<file path="src/b2a_pkg.sv">
`timescale 1ns / 1ps

package b2a_pkg;

  // default depth of the queue between front and back
  localparam int QUEUE_DEPTH = 2;

  // format selector codes
  localparam logic OP_DEC = 1'b0;
  localparam logic OP_HEX = 1'b1;

  // digit counts and final digit positions
  localparam logic [2:0] DEC_DIGITS    = 3'd5;
  localparam logic [2:0] HEX_DIGITS    = 3'd4;
  localparam logic [2:0] HEX_SHORT     = 3'd2;
  localparam logic [2:0] DEC_LAST_POS  = 3'd4;
  localparam logic [2:0] HEX_LAST_POS  = 3'd3;
  localparam logic [15:0] HEX_BYTE_MAX = 16'h00FF;

  // classified item held in the queue
  typedef struct packed {
    logic [15:0] value;
    logic        opcode;
    logic [2:0]  char_count;
  } item_t;

  // ascii code of one digit, "0123456789ABCDEF"
  function automatic logic [7:0] digit_char(input logic [3:0] d);
    logic [7:0] code;
    if (d < 4'd10) begin
      code = 8'h30 + {4'h0, d};
    end else begin
      code = 8'h37 + {4'h0, d};
    end
    return code;
  endfunction

  // k times the decimal weight of digit position pos (10000 down to 1)
  function automatic logic [16:0] dec_multiple(input logic [2:0] pos, input logic [3:0] k);
    logic [16:0] w;
    case (pos)
      3'd0: w = 17'd10000;
      3'd1: w = 17'd1000;
      3'd2: w = 17'd100;
      3'd3: w = 17'd10;
      default: w = 17'd1;
    endcase
    return w * {13'd0, k};
  endfunction

endpackage

</file>
<file path="src/b2a_front.sv">
`timescale 1ns / 1ps

module b2a_front (
  input  logic           in_tvalid,
  output logic           in_tready,
  input  logic [15:0]    in_value,
  input  logic           in_opcode,
  output logic           push_valid,
  input  logic           push_ready,
  output b2a_pkg::item_t push_item
);
  import b2a_pkg::*;

  logic [2:0] count;

  // character count from the value's magnitude and the format
  always_comb begin
    if (in_opcode == OP_HEX) begin
      count = (in_value > HEX_BYTE_MAX) ? HEX_DIGITS : HEX_SHORT;
    end else if (in_value >= 16'd10000) begin
      count = 3'd5;
    end else if (in_value >= 16'd1000) begin
      count = 3'd4;
    end else if (in_value >= 16'd100) begin
      count = 3'd3;
    end else if (in_value >= 16'd10) begin
      count = 3'd2;
    end else begin
      count = 3'd1;
    end
  end

  // hand the classified item to the queue
  assign push_valid           = in_tvalid;
  assign in_tready            = push_ready;
  assign push_item.value      = in_value;
  assign push_item.opcode     = in_opcode;
  assign push_item.char_count = count;

endmodule

</file>
<file path="src/b2a_queue.sv">
`timescale 1ns / 1ps

module b2a_queue #(
  parameter int DEPTH = b2a_pkg::QUEUE_DEPTH
) (
  input  logic           clk,
  input  logic           rst_n,
  input  logic           push_valid,
  output logic           push_ready,
  input  b2a_pkg::item_t push_item,
  output logic           pop_valid,
  input  logic           pop_ready,
  output b2a_pkg::item_t pop_item
);
  import b2a_pkg::*;

  localparam int PtrW = (DEPTH > 1) ? $clog2(DEPTH) : 1;
  localparam int CntW = $clog2(DEPTH + 1);

  item_t            mem_r [DEPTH];
  logic [PtrW-1:0]  wr_ptr_r, wr_ptr_nxt;
  logic [PtrW-1:0]  rd_ptr_r, rd_ptr_nxt;
  logic [CntW-1:0]  cnt_r, cnt_nxt;
  logic             do_push, do_pop;

  assign push_ready = (cnt_r != CntW'(DEPTH));
  assign pop_valid  = (cnt_r != '0);
  assign pop_item   = mem_r[rd_ptr_r];
  assign do_push    = push_valid && push_ready;
  assign do_pop     = pop_valid && pop_ready;

  // pointer and fill count update
  always_comb begin
    wr_ptr_nxt = wr_ptr_r;
    rd_ptr_nxt = rd_ptr_r;
    cnt_nxt    = cnt_r;
    if (do_push) begin
      wr_ptr_nxt = (wr_ptr_r == PtrW'(DEPTH - 1)) ? '0 : wr_ptr_r + 1'b1;
    end
    if (do_pop) begin
      rd_ptr_nxt = (rd_ptr_r == PtrW'(DEPTH - 1)) ? '0 : rd_ptr_r + 1'b1;
    end
    if (do_push && !do_pop) begin
      cnt_nxt = cnt_r + 1'b1;
    end else if (do_pop && !do_push) begin
      cnt_nxt = cnt_r - 1'b1;
    end
  end

  always_ff @(posedge clk) begin
    if (!rst_n) begin
      wr_ptr_r <= '0;
      rd_ptr_r <= '0;
      cnt_r    <= '0;
    end else begin
      wr_ptr_r <= wr_ptr_nxt;
      rd_ptr_r <= rd_ptr_nxt;
      cnt_r    <= cnt_nxt;
    end
  end

  // entry storage
  always_ff @(posedge clk) begin
    if (do_push) begin
      mem_r[wr_ptr_r] <= push_item;
    end
  end

endmodule

</file>
<file path="src/b2a_back.sv">
`timescale 1ns / 1ps

module b2a_back (
  input  logic           clk,
  input  logic           rst_n,
  input  logic           pop_valid,
  output logic           pop_ready,
  input  b2a_pkg::item_t pop_item,
  output logic           out_tvalid,
  input  logic           out_tready,
  output logic [7:0]     out_char_code,
  output logic [2:0]     out_char_count,
  output logic           out_last
);
  import b2a_pkg::*;

  // active item being spelled out
  logic        act_r, act_nxt;
  logic [15:0] val_r, val_nxt;
  logic        hex_r, hex_nxt;
  logic [2:0]  cnt_r, cnt_nxt;
  logic [2:0]  pos_r, pos_nxt;

  // output register
  logic        ovalid_r, ovalid_nxt;
  logic [7:0]  ochar_r;
  logic [2:0]  ocount_r;
  logic        olast_r;

  logic [3:0]  dec_digit;
  logic [16:0] dec_rem;
  logic [3:0]  nib_shift;
  logic [3:0]  hex_digit;
  logic [7:0]  cur_char;
  logic        cur_last;
  logic        advance;
  logic        load;

  // decimal digit at the current position by comparing against its multiples
  always_comb begin
    dec_digit = '0;
    for (int k = 1; k < 10; k++) begin
      if ({1'b0, val_r} >= dec_multiple(pos_r, 4'(k))) begin
        dec_digit = 4'(k);
      end
    end
    dec_rem = {1'b0, val_r} - dec_multiple(pos_r, dec_digit);
  end

  // hex nibble at the current position, most significant first
  assign nib_shift = 4'd12 - {pos_r[1:0], 2'b00};
  assign hex_digit = 4'(val_r >> nib_shift);

  assign cur_char = digit_char((hex_r == OP_HEX) ? hex_digit : dec_digit);
  assign cur_last = (hex_r == OP_HEX) ? (pos_r == HEX_LAST_POS) : (pos_r == DEC_LAST_POS);

  // one character per cycle into the output register while the output is not stalled
  assign advance   = act_r && (!ovalid_r || out_tready);
  assign load      = pop_valid && (!act_r || (advance && cur_last));
  assign pop_ready = !act_r || (advance && cur_last);

  always_comb begin
    act_nxt    = act_r;
    val_nxt    = val_r;
    hex_nxt    = hex_r;
    cnt_nxt    = cnt_r;
    pos_nxt    = pos_r;
    ovalid_nxt = ovalid_r;
    if (out_tready) begin
      ovalid_nxt = 1'b0;
    end
    if (advance) begin
      ovalid_nxt = 1'b1;
      pos_nxt    = pos_r + 1'b1;
      if (hex_r == OP_DEC) begin
        val_nxt = dec_rem[15:0];
      end
      if (cur_last) begin
        act_nxt = 1'b0;
      end
    end
    if (load) begin
      act_nxt = 1'b1;
      val_nxt = pop_item.value;
      hex_nxt = pop_item.opcode;
      cnt_nxt = pop_item.char_count;
      pos_nxt = (pop_item.opcode == OP_HEX) ? HEX_DIGITS - pop_item.char_count
                                            : DEC_DIGITS - pop_item.char_count;
    end
  end

  always_ff @(posedge clk) begin
    if (!rst_n) begin
      act_r    <= 1'b0;
      ovalid_r <= 1'b0;
    end else begin
      act_r    <= act_nxt;
      ovalid_r <= ovalid_nxt;
    end
  end

  // payload registers
  always_ff @(posedge clk) begin
    val_r <= val_nxt;
    hex_r <= hex_nxt;
    cnt_r <= cnt_nxt;
    pos_r <= pos_nxt;
    if (advance) begin
      ochar_r  <= cur_char;
      ocount_r <= cnt_r;
      olast_r  <= cur_last;
    end
  end

  assign out_tvalid     = ovalid_r;
  assign out_char_code  = ochar_r;
  assign out_char_count = ocount_r;
  assign out_last       = olast_r;

endmodule

</file>
<file path="src/binary_to_ascii_dec_hex.sv">
`timescale 1ns / 1ps
// Converts a 16-bit unsigned value to ASCII text, one character per output item,
// most significant first. tuser selects the format: 0 gives decimal with leading
// zeros dropped (at least one digit), 1 gives uppercase hex, four digits above
// 0xFF and two otherwise. Every character carries the total character count and
// tlast marks the final one. A value has 1 to 5 characters for decimal and 2 or
// 4 for hex. The digit sequencer in the back end produces exactly one character
// per cycle while the output does not stall; with the output ready, the next
// value's first character follows the previous value's last one in the next
// cycle. Up to QUEUE_DEPTH classified values wait in a queue between the input
// and the sequencer; during output stalls the input accepts until the queue fills.
module binary_to_ascii_dec_hex #(
  parameter int QUEUE_DEPTH = b2a_pkg::QUEUE_DEPTH
) (
  input  logic        clk,
  input  logic        rst_n,
  input  logic        in_tvalid,
  output logic        in_tready,
  input  logic [15:0] in_tdata,   // [15:0] value
  input  logic        in_tuser,   // [0] opcode
  output logic        out_tvalid,
  input  logic        out_tready,
  output logic [15:0] out_tdata,  // [7:0] char_code, [10:8] char_count, [15:11] zero
  output logic        out_tlast
);
  import b2a_pkg::*;

  logic  push_valid, push_ready;
  item_t push_item;
  logic  pop_valid, pop_ready;
  item_t pop_item;
  logic [7:0] char_code;
  logic [2:0] char_count;

  b2a_front u_front (
    .in_tvalid  (in_tvalid),
    .in_tready  (in_tready),
    .in_value   (in_tdata),
    .in_opcode  (in_tuser),
    .push_valid (push_valid),
    .push_ready (push_ready),
    .push_item  (push_item)
  );

  b2a_queue #(
    .DEPTH (QUEUE_DEPTH)
  ) u_queue (
    .clk        (clk),
    .rst_n      (rst_n),
    .push_valid (push_valid),
    .push_ready (push_ready),
    .push_item  (push_item),
    .pop_valid  (pop_valid),
    .pop_ready  (pop_ready),
    .pop_item   (pop_item)
  );

  b2a_back u_back (
    .clk            (clk),
    .rst_n          (rst_n),
    .pop_valid      (pop_valid),
    .pop_ready      (pop_ready),
    .pop_item       (pop_item),
    .out_tvalid     (out_tvalid),
    .out_tready     (out_tready),
    .out_char_code  (char_code),
    .out_char_count (char_count),
    .out_last       (out_tlast)
  );

  // pack the result fields
  assign out_tdata = {5'd0, char_count, char_code};

endmodule

</file>
<file path="config.mk">
export PLATFORM = sky130hd
export DESIGN_NAME = binary_to_ascii_dec_hex
export DESIGN_NICKNAME = d
export VERILOG_FILES = /design/src/b2a_pkg.sv /design/src/b2a_front.sv /design/src/b2a_queue.sv /design/src/b2a_back.sv /design/src/binary_to_ascii_dec_hex.sv
export SDC_FILE = /design/constraint.sdc
export NUM_CORES = 1
export LEC_CHECK = 0
export BUFFER_PORTS_ARGS = -buffer_cell sky130_fd_sc_hd__buf_2
export CAP_MARGIN = 20
export CORE_ASPECT_RATIO = 0.5
export CORE_MARGIN = 2
export CORE_UTILIZATION = 35
export CTS_CLUSTER_DIAMETER = 60
export DETAILED_ROUTE_END_ITERATION = 6
export GPL_TIMING_DRIVEN = 0
export PLACE_DENSITY = 0.52
export SYNTH_ARGS = -nofsm -noshare
export SYNTH_HDL_FRONTEND = slang
export SYNTH_SLANG_ARGS = --single-unit
</file>
<file path="constraint.sdc">
create_clock -name clk -period 12 [get_ports clk]
set_input_delay 1.8 -clock clk [delete_from_list [all_inputs] [get_ports clk]]
set_output_delay 1.8 -clock clk [all_outputs]
set_load 0.05 [all_outputs]
</file>
## Word level (Yosys, flattened, before mapping)

Memories as Yosys holds them, arrays and structs flattened. A register that Yosys moved wholly into a read port is not among the register bits.
Index checks and enable logic that the tools add are counted.
Widths: inputs -> output; s select.

| storage, ports and cells | value |
|---|---|
| output and inout bits | 19 |
| flip-flop bits (word level) | 41 |
| memories kept | 1 |
| memory bits (writable) | 40 |
| input bits | 21 |
| logic and storage cells | 110 |

Memories:

| memory | depth | width | rd ports | clocked after memory_dff | write ports | line | text |
|---|---|---|---|---|---|---|---|
| u_queue.mem_r | 2 | 20 | 1 | 1 | 1 | b2a_queue.sv:20 | `item_t mem_r [DEPTH];` |

| cells by class | value |
|---|---|
| muxes and demuxes | 38 |
| reduce and logical (&&, ||, !) cells | 20 |
| multipliers | 6 |
| magnitude comparators | 15 |
| $add $sub $neg | 11 |
| equal/unequal tests | 6 |
| shift-type cells | 1 |

Operator list:

| cell | count |
|---|---|
| $ge 16x17->1 | 6 |
| $pmux 14 s4 | 1 |
| $mux 16 | 3 |
| $mux 3 | 12 |
| $mul 14x3->17 const B | 2 |
| $mul 14x2->16 const B | 2 |
| $mul 14x4->17 const B | 1 |
| $ge 16x10->1 const B | 1 |
| $ge 16x14->1 | 1 |
| $ge 16x14->1 const B | 1 |
| $ge 16x15->1 | 1 |
| $ge 16x16->1 | 1 |
| $ge 16x4->1 const B | 1 |
| $ge 16x7->1 const B | 1 |
| $gt 16x8->1 const B | 1 |
| $mul 14x4->16 | 1 |
| $shr 16x4->4 | 1 |
| $sub 16x16->16 | 1 |
| $add 6x4->7 const A | 2 |
| $mux 1 | 13 |
| $mux 4 | 3 |
| $mux 2 | 5 |
| $reduce_bool 2->1 | 5 |
| $mux 8 | 1 |
| 16 further kinds | 30 |

## Longest topological paths before layout

Gate-level depths: netlist of run 1.

| logic depth | value |
|---|---|
| word-level depth | 17 |
| mapped depth | 44 |
| mapped depth without buffers | 40 |

## Hierarchy

From an unflattened synthesis of run 1, not the netlist that was laid out.

| second synthesis, totals | value |
|---|---|
| cell total of the unflattened synthesis | 1006 |
| area, all modules | 9575.4 µm² |

By module, submodules not included:

| module | seq. area each (µm²) | area an instance (µm²) | cells an instance | times used |
|---|---|---|---|---|
| b2a_back | 1061.0 | 7542.2 | 873 | 1 |
| b2a_queue | 1301.2 | 1679.1 | 86 | 1 |
| b2a_front | 0.0 | 312.8 | 41 | 1 |
| binary_to_ascii_dec_hex | 0.0 | 41.3 | 6 | 1 |

## Least setup slack after synthesis of run 1

Ideal clock, no wire load.

| path | value |
|---|---|
| kind | register to register |
| start point | register u_back.pos_r[1] |
| end point | register u_back.val_r[15], data pin |
| data required time | 11.730 ns |
| stages on the path, launching flop included | 42 |
| buffers on the path | 3 |
| arrival time | 9.205 ns |
| clock period less this slack | 9.475 ns |
| slack | 2.525 ns |
| library setup time | 0.270 ns |
| cell sequence | edfxtp_1 -> clkbuf_1 -> inv_1 -> ha_1 -> nand2_1 -> inv_1 -> nor2_1 -> inv_1 -> ha_1 -> fa_1 -> inv_1 -> o21ai_0 -> a21oi_1 -> nor2b_1 -> nor2_1 -> o21ai_0 -> a2111o_1 -> ha_1 -> [... 6 more ...] -> a21o_1 -> buf_6 -> or2_2 -> fa_1 -> fa_1 -> inv_1 -> fa_1 -> inv_1 -> ha_1 -> a211oi_1 -> nor2_1 -> a41oi_1 -> a211oi_1 -> or4_1 -> a41oi_1 -> o21ai_0 -> xnor2_1 -> a21oi_1 |

| between the ends | value |
|---|---|
| word-level cells in the longest chain between the ends | 17 |
| elaborated cells on any way between the ends | 38 |
| classes of those cells | add/sub (1); mul (6); order compare (9); eq/ne (4); mux (14); reduce/logical (4) |

RTL lines:

| item | line | text |
|---|---|---|
| from (decl) | b2a_back.sv:22 | `logic [2:0] pos_r, pos_nxt;` |
| from (signal assigned) | b2a_back.sv:107 | `pos_r <= pos_nxt;` |
| parallel branches: the longest is 16 deep, another holds $ge 16x17->1 | n/a |  |
| $mux 16 * | b2a_back.sv:82 | `if (load) begin` |
| net u_back.val_nxt[15] | b2a_back.sv:19 | `logic [15:0] val_r, val_nxt;` |
| to (signal assigned) | b2a_back.sv:104 | `val_r <= val_nxt;` |
| to (decl) | b2a_back.sv:19 |  |

Mark *: on every way through the listed nets, which the timed path passes. The select of a mux whose other input is x is not followed.
A chain may end at the register's enable or synchronous reset.

## Final worst setup path of run 1

Same ends and word-level chain as after synthesis.

==> results.cfg, run 1 <==
[finish]
diodes = 0
area_growth_pct = 11.0
nFillCells = 2542
drive_above_1_share_pct = 9.64
final_util_pct = 39.6
fin_nets = 1218
final_cells = 1350

[placed_design]
place_hpwl_mm = 19.1
gp_congestion = 0.895
place_inst = 1334
portBuffers = 33
dp_slack_ns = 0.869

[route]
final_antenna_net_count = 0
dr.pass1.iters = 5
finalWirelength_mm = 24.1
drt_iter0_drc = 408
wl_per_cell_um = 17.8
via_per_inst = 5.22
drc = 0
vias = 7047

[logic_synthesis]
ys_types = 78
async_flop_share_pct = 0
syn_area_um2 = 9010
ys.flop_type = edfxtp_1
avgSynthCellArea_um2 = 9.52
netlist_instances = 946
yosys_warnings = 0
ys_seq_area_share_pct = 26.2
synth-edff-count = 74
synth_seq_cells = 81

[timing]
finalSetupTns_ns = 0
period_minus_slack_ns = 11.30
setup_violations = 0
tightestPinTransition_ns = 1.03
max_slew_margin_pct = 30.9
fin_skew_ns = 0.00887
setup_ws_ns = 0.698
rsz0062_at_grt = no
hold_viol = 0
post-route-period-util_pct = 94.2
fmax_ghz = 0.0885
slew_viol_final = 0

[worst_setup_path]
critPathLaunchType = register
r2r_end = u_back.val_r[15]
critPathMaxStageDelay_ns = 0.54
cp_common_cell = inv_1
crit_path_end_kind = register
crit_start = u_back.pos_r[1]
cp-endpoint = u_back.val_r[15]
cp.required_ns = 12.07
critPathSlowestCell = nand2_1
rr_worst_depth = 42
r2r_start = u_back.pos_r[1]
worstPathArrival_ns = 11.37
worst-setup-path-type = register to register
worstPathMaxFanout = 12
rrSetupSlack_ns = 0.70

[clocking]
hold_buffers = 0
path_clk_slew_ns = 0.06
post_cts_buffers = 0
cts_tree = built
cts_htree_levels = 3
cts_resized = 0
root_buffer = clkbuf_16
clkLatencyLatePin_ns = 0.34
cts_sinks = 81
clockBufferDepth = 2
cts_buffers = 9

[global_routing]
grt_first_pass_wirelength_mm = 38.1
grt_overflow = 0
grt_max_degree = 21
grt_pass1_vias = 6907
grt_util_all_layers_pct = 18.0
antenna_found_initial = 0

[outcome]
status = finished clean

[floorplan]
rows = 41
dieArea_um2 = 27100
die_h_um = 117
pin_count = 40
core-area_um2 = 25200
initial_core_util_pct = 35.7
die_w_um = 231

[min_path]
hold_path.class = register to register

[job]
maxCapViolations = 0
==> synth_stat cells (3+ instances only) <==
cell,n,area share (%)
nand2b_1,20,1.4
nor2b_1,9,0.62
clkbuf_1,14,0.58
nand2_1,63,2.6
inv_2,3,0.12
o21a_1,10,0.83
nor3_1,11,0.61
a211oi_1,18,1.5
o211ai_1,9,0.75
xnor2_1,29,2.8
a211o_1,3,0.29
a41oi_1,3,0.29
buf_4,7,0.58
xor2_1,14,1.4
o31ai_1,4,0.33
nand3_1,17,0.94
o22ai_1,5,0.35
mux2i_1,15,1.7
ha_1,157,22
a21o_1,21,1.7
o21ai_0,49,2.7
mux4_2,4,1.0
o21bai_1,4,0.33
fa_1,39,8.7
or3_1,5,0.35
nand4_1,12,0.83
edfxtp_1,74,25
nor4_1,7,0.49
dfxtp_1,7,1.6
a2111oi_0,3,0.29
a31oi_1,4,0.28
and3_1,3,0.21
inv_1,112,4.7
nor2_1,67,2.8
and2_1,5,0.35
or2_2,11,0.76
a21boi_0,4,0.33
mux2_2,4,0.50
a21oi_1,51,2.8
==> layer usage <==
metal | part of all wire (%) | global-route usage (%) | vias to the layer above
li1 | - | - | 3481
met1 | 49 | 25.8 | 3351
met2 | 44 | 28.0 | 171
met3 | 4.3 | 2.57 | 44
met4 | 2.4 | 5.60 | 0
met5 | 0 | 0 | -
==> stage by stage <==
step | hold WS [ns] | cell area [um^2]
3_5_place_dp | 0.416 | 9690
4_1_cts | 0.425 | 10000
6_report | 0.424 | 10000
2_1_floorplan | 0.400 | 9040
3_3_place_gp | 0.415 | 9630
5_1_grt | 0.434 | 10000
==> flip-flops by register name, indices dropped and copies added, names as in the netlist, named ones only <==
register	flops
u_back.cnt_r	3
u_back.out_char_code	7
u_back.out_last	1
u_back.hex_r	1
u_back.out_char_count	3
u_queue.cnt_r	2
u_back.val_r	16
u_queue.wr_ptr_r	1
u_back.pos_r	3
u_back.out_tvalid	1
u_queue.mem_r	40
u_queue.rd_ptr_r	1
u_back.act_r	1
==> cells in the final DEF, fill, tap and decap left out, drive strengths merged, types with 11 or more instances in the layout <==
cell and instances:
nor2 67, nand2 63, buf 48, ha 157, o21a 11, or2 11, nand4 12, o21ai 51
mux2i 15, nand2b 20, nand3 17, a211oi 19, nor3 12, clkbuf 29, inv 115, a21oi 52
xnor2 29, edfxtp 74, xor2 14, a21o 22, fa 39
==> cell families (layout without fill, tap and decap cells) <==
kind of cell             Yosys count  count (layout)  share of synthesized area (%)
flip-flops                        81              81                           26.2
XOR/XNOR                          43              43                           4.18
adder cells (fa/ha/maj)          196             196                           30.5
AND/OR/NAND/NOR                  245             245                           13.6
buffers and inverters            142             195                           6.51
AO/OA/AOI/OAI                    214             214                           15.8
multiplexers                      23              23                           3.17
other                              2               9                         0.0834
==> layout make-up <==
type / instances / area, um^2 / share of cell area, %
inverter: 115 / 432 / 4.32
buffer: 27 / 155 / 1.55
clock inverter: 3 / 65.1 / 0.651
timing repair buffer: 37 / 223 / 2.23
clock buffer: 13 / 240 / 2.40
tap: 344 / 430 / 4.31
sequential: 81 / 2360 / 23.6
multi-input combinational: 730 / 6090 / 60.9
==> how the worst min path moves through the flow <==
| stage | startpoint | depth (start not counted) | end | slack, ns |
|---|---|---|---|---|
| 2_1_floorplan | u_back.cnt_r[0] | 0 | u_back.out_char_count[0] | 0.40 |
| 3_3_place_gp | u_back.cnt_r[0] | 0 | u_back.out_char_count[0] | 0.42 |
| 3_5_place_dp | u_back.cnt_r[2] | 0 | u_back.out_char_count[2] | 0.42 |
| 4_1_cts | u_back.cnt_r[2] | 0 | u_back.out_char_count[2] | 0.42 |
| 5_1_grt | u_back.cnt_r[1] | 0 | u_back.out_char_count[1] | 0.43 |
| 6_report | u_back.cnt_r[2] | 0 | u_back.out_char_count[2] | 0.42 |
==> worst max-delay path: cells and delay by family, from the launching register on <==
kind	cells	cell delay [ns]
adders and majority gates	8	3.33
and+or+nand+nor	9	2.30
AOI/OAI and AO/OA	14	2.87
buffers and inverters	10	1.96
DFF	1	0.38
xor gates and xnor gates	1	0.16
Power of run 1 is left out: the tool's default activity adds up to more than one toggle a clock period on the data nets, which glitch-free logic cannot reach.
==> run 2: changes to the inputs <==
CAP_MARGIN = 30   (was 20)
SYNTH_HIERARCHICAL = 1   (was default)
==> run 2 against run 1 <==
Register-to-register slack improved by 0.096 ns. Design area is 5.7% higher. Synthesized cell count grew 6.3%. Critical endpoint is now u_back/val_r[15]. Sequential share of layout area fell by 1.3 points. Via count is 5.0% higher. Synthesized area is 6.3% higher. Worst hold slack lost 0.0076 ns. Critical path depth rose by 3. Highest routed layer unchanged. Core utilization increased by 0.068 points. Non-clock buffer count grew 16. Clock skew decreased by 0.0023 ns.
==> results.cfg, run 2 <==
[logic_synthesis]
avgSynthCellArea_um2 = 9.52
async_flop_share_pct = 0
ys_seq_area_share_pct = 24.7
synth-edff-count = 74
netlist_instances = 1006
ys.flop_type = edfxtp_1
synth_seq_cells = 81
ys_types = 82
synth_area_leaders = edfxtp_1 (23%), ha_1 (22%), fa_1 (8.4%)
synth.most_common_cell = ha_1
syn_area_um2 = 9580
synth_common_cells = ha_1 (171), inv_1 (131), a21oi_1 (75)
yosys.area.top_type = edfxtp_1
post-synth-top-area-fraction_pct = 23.2
yosys_warnings = 6

[placed_design]
dp_slack_ns = 0.130
place_inst = 1401
place_hpwl_mm = 20.4
gp_congestion = 0.886
portBuffers = 31

[global_routing]
grt_pass1_vias = 7574
grt_max_degree = 21
grt_util_all_layers_pct = 18.6
grt_first_pass_wirelength_mm = 41.2
grt_overflow = 0
antenna_found_initial = 0

[timing]
hold_viol = 0
setup_ws_ns = 0.794
max_slew_margin_pct = 40.8
fmax_ghz = 0.0892
fin_skew_ns = 0.00655
period_minus_slack_ns = 11.21
tightestPinTransition_ns = 0.887
post-route-period-util_pct = 93.4
finalSetupTns_ns = 0
slew_viol_final = 0
setup_violations = 0

[finish]
nFillCells = 2633
drive_above_1_share_pct = 13.6
final_cell_mix = ha_1 (171), inv_1 (129), a21oi_1 (75), edfxtp_1 (74)
diodes = 0
top_register = u_queue/mem_r
area_growth_pct = 10.4
largest_reg_flops = 40
final_cells = 1422
layout_commonest_cell = ha_1
fin_nets = 1297

[route]
final_antenna_net_count = 0
finalWirelength_mm = 25.7
via_per_inst = 5.20
drc = 0
drt_iter0_drc = 449
vias = 7398
dr.pass1.iters = 6
wl_per_cell_um = 18.1

[clocking]
cts_sinks = 81
clockBufferDepth = 2
path_clk_slew_ns = 0.06
cts_htree_levels = 3
root_buffer = clkbuf_16
clkLatencyLatePin_ns = 0.34
hold_buffers = 0
cts_buffers = 9
cts_tree = built

[outcome]
status = finished clean

[floorplan]
pin_count = 40
initial_core_util_pct = 35.9
dieArea_um2 = 28800
die_h_um = 121
rows = 42
core-area_um2 = 26600
die_w_um = 238

[worst_setup_path]
cp.required_ns = 12.21
worst-setup-path-type = register to register
worstPathMaxFanout = 13
critPathMaxStageDelay_ns = 0.52
critPathSlowestCell = edfxtp_1
rr_worst_depth = 45
worstPathArrival_ns = 11.41
cp_common_cell = inv_1
critPathLaunchType = register
crit_path_end_kind = register

[job]
maxCapViolations = 0

[min_path]
whs_path_depth = 0
hold_path.class = register to register
-- run 2: cell count changes after synthesis, moves of 14 or more --
cell | previous run | this run
inv_1 | 112 | 131
o21ai_0 | 49 | 25
buf_4 | 7 | 26
ha_1 | 157 | 171
mux2_2 | 4 | 20
a21oi_1 | 51 | 75
-- run 2: final cells by class --
type	count	area, um^2	share of cell area, %
Clock buffer	11	233	2.20
Buffer	40	270	2.56
Sequential cell	81	2360	22.3
Inverter	136	518	4.90
Tap cell	352	440	4.17
Multi-Input combinational cell	757	6470	61.2
Clock inverter	5	30.0	0.284
Timing Repair Buffer	40	246	2.33
-- run 2: what timing repair did --
item	CTS	global route
resized for setup	0	4
buffers inserted	0	5
endpoints found under the setup margin	0	9
-- run 2: worst max-delay path: cells and delay by family (launching register included) --
| family | cells | cell delay (ns) |
|---|---|---|
| buffers and inverters | 10 | 1.60 |
| AOI/OAI and AO/OA | 15 | 2.73 |
| xor gates and xnor gates | 1 | 0.15 |
| and+or+nand+nor | 11 | 3.22 |
| DFF | 1 | 0.52 |
| adders and majority gates | 8 | 2.81 |
-- run 2: cell families (layout without fill, tap and decap cells) --
| logic type | count (synthesis) | in the layout | share of synthesized area [%] |
|---|---|---|---|
| flip-flops | 81 | 81 | 24.7 |
| XOR/XNOR | 49 | 49 | 4.48 |
| AND/OR/NAND/NOR | 233 | 233 | 12.7 |
| buffers and inverters | 176 | 232 | 8.15 |
| adder cells (fa/ha/maj) | 211 | 211 | 30.7 |
| AO/OA/AOI/OAI | 226 | 226 | 15.6 |
| multiplexers | 27 | 27 | 3.61 |
| other | 3 | 11 | 0.118 |
-- run 2: path summary, 6_finish.rpt --
| check | start | endpoint | slack [ns] |
|---|---|---|---|
| max | u_back/pos_r[1] | u_back/val_r[15] | 0.79 |
| min | u_back/cnt_r[0] | u_back/out_char_count[0] | 0.42 |
| min reg2reg | u_back/cnt_r[0] | u_back/out_char_count[0] | 0.42 |
| max reg2reg | u_back/pos_r[1] | u_back/val_r[15] | 0.79 |
-- run 2: per-layer routing --
metal	GRT usage [%]	wire (um)	vias to the layer above
met4	6.25	661	0
met1	25.1	12600	3505
met5	0	0	-
met3	2.46	1080	44
met2	30.7	11400	171
li1	-	-	3678
-- run 2: per-stage QoR --
step	hold WS, ns	cell area (um^2)	util, %
5_1_grt	0.423	10600	39.7
3_5_place_dp	0.409	10300	38.5
2_1_floorplan	0.400	9610	-
6_report	0.417	10600	39.7
3_3_place_gp	0.410	10200	38.3
4_1_cts	0.418	10500	39.5
Power of run 2 is left out for the same reason.
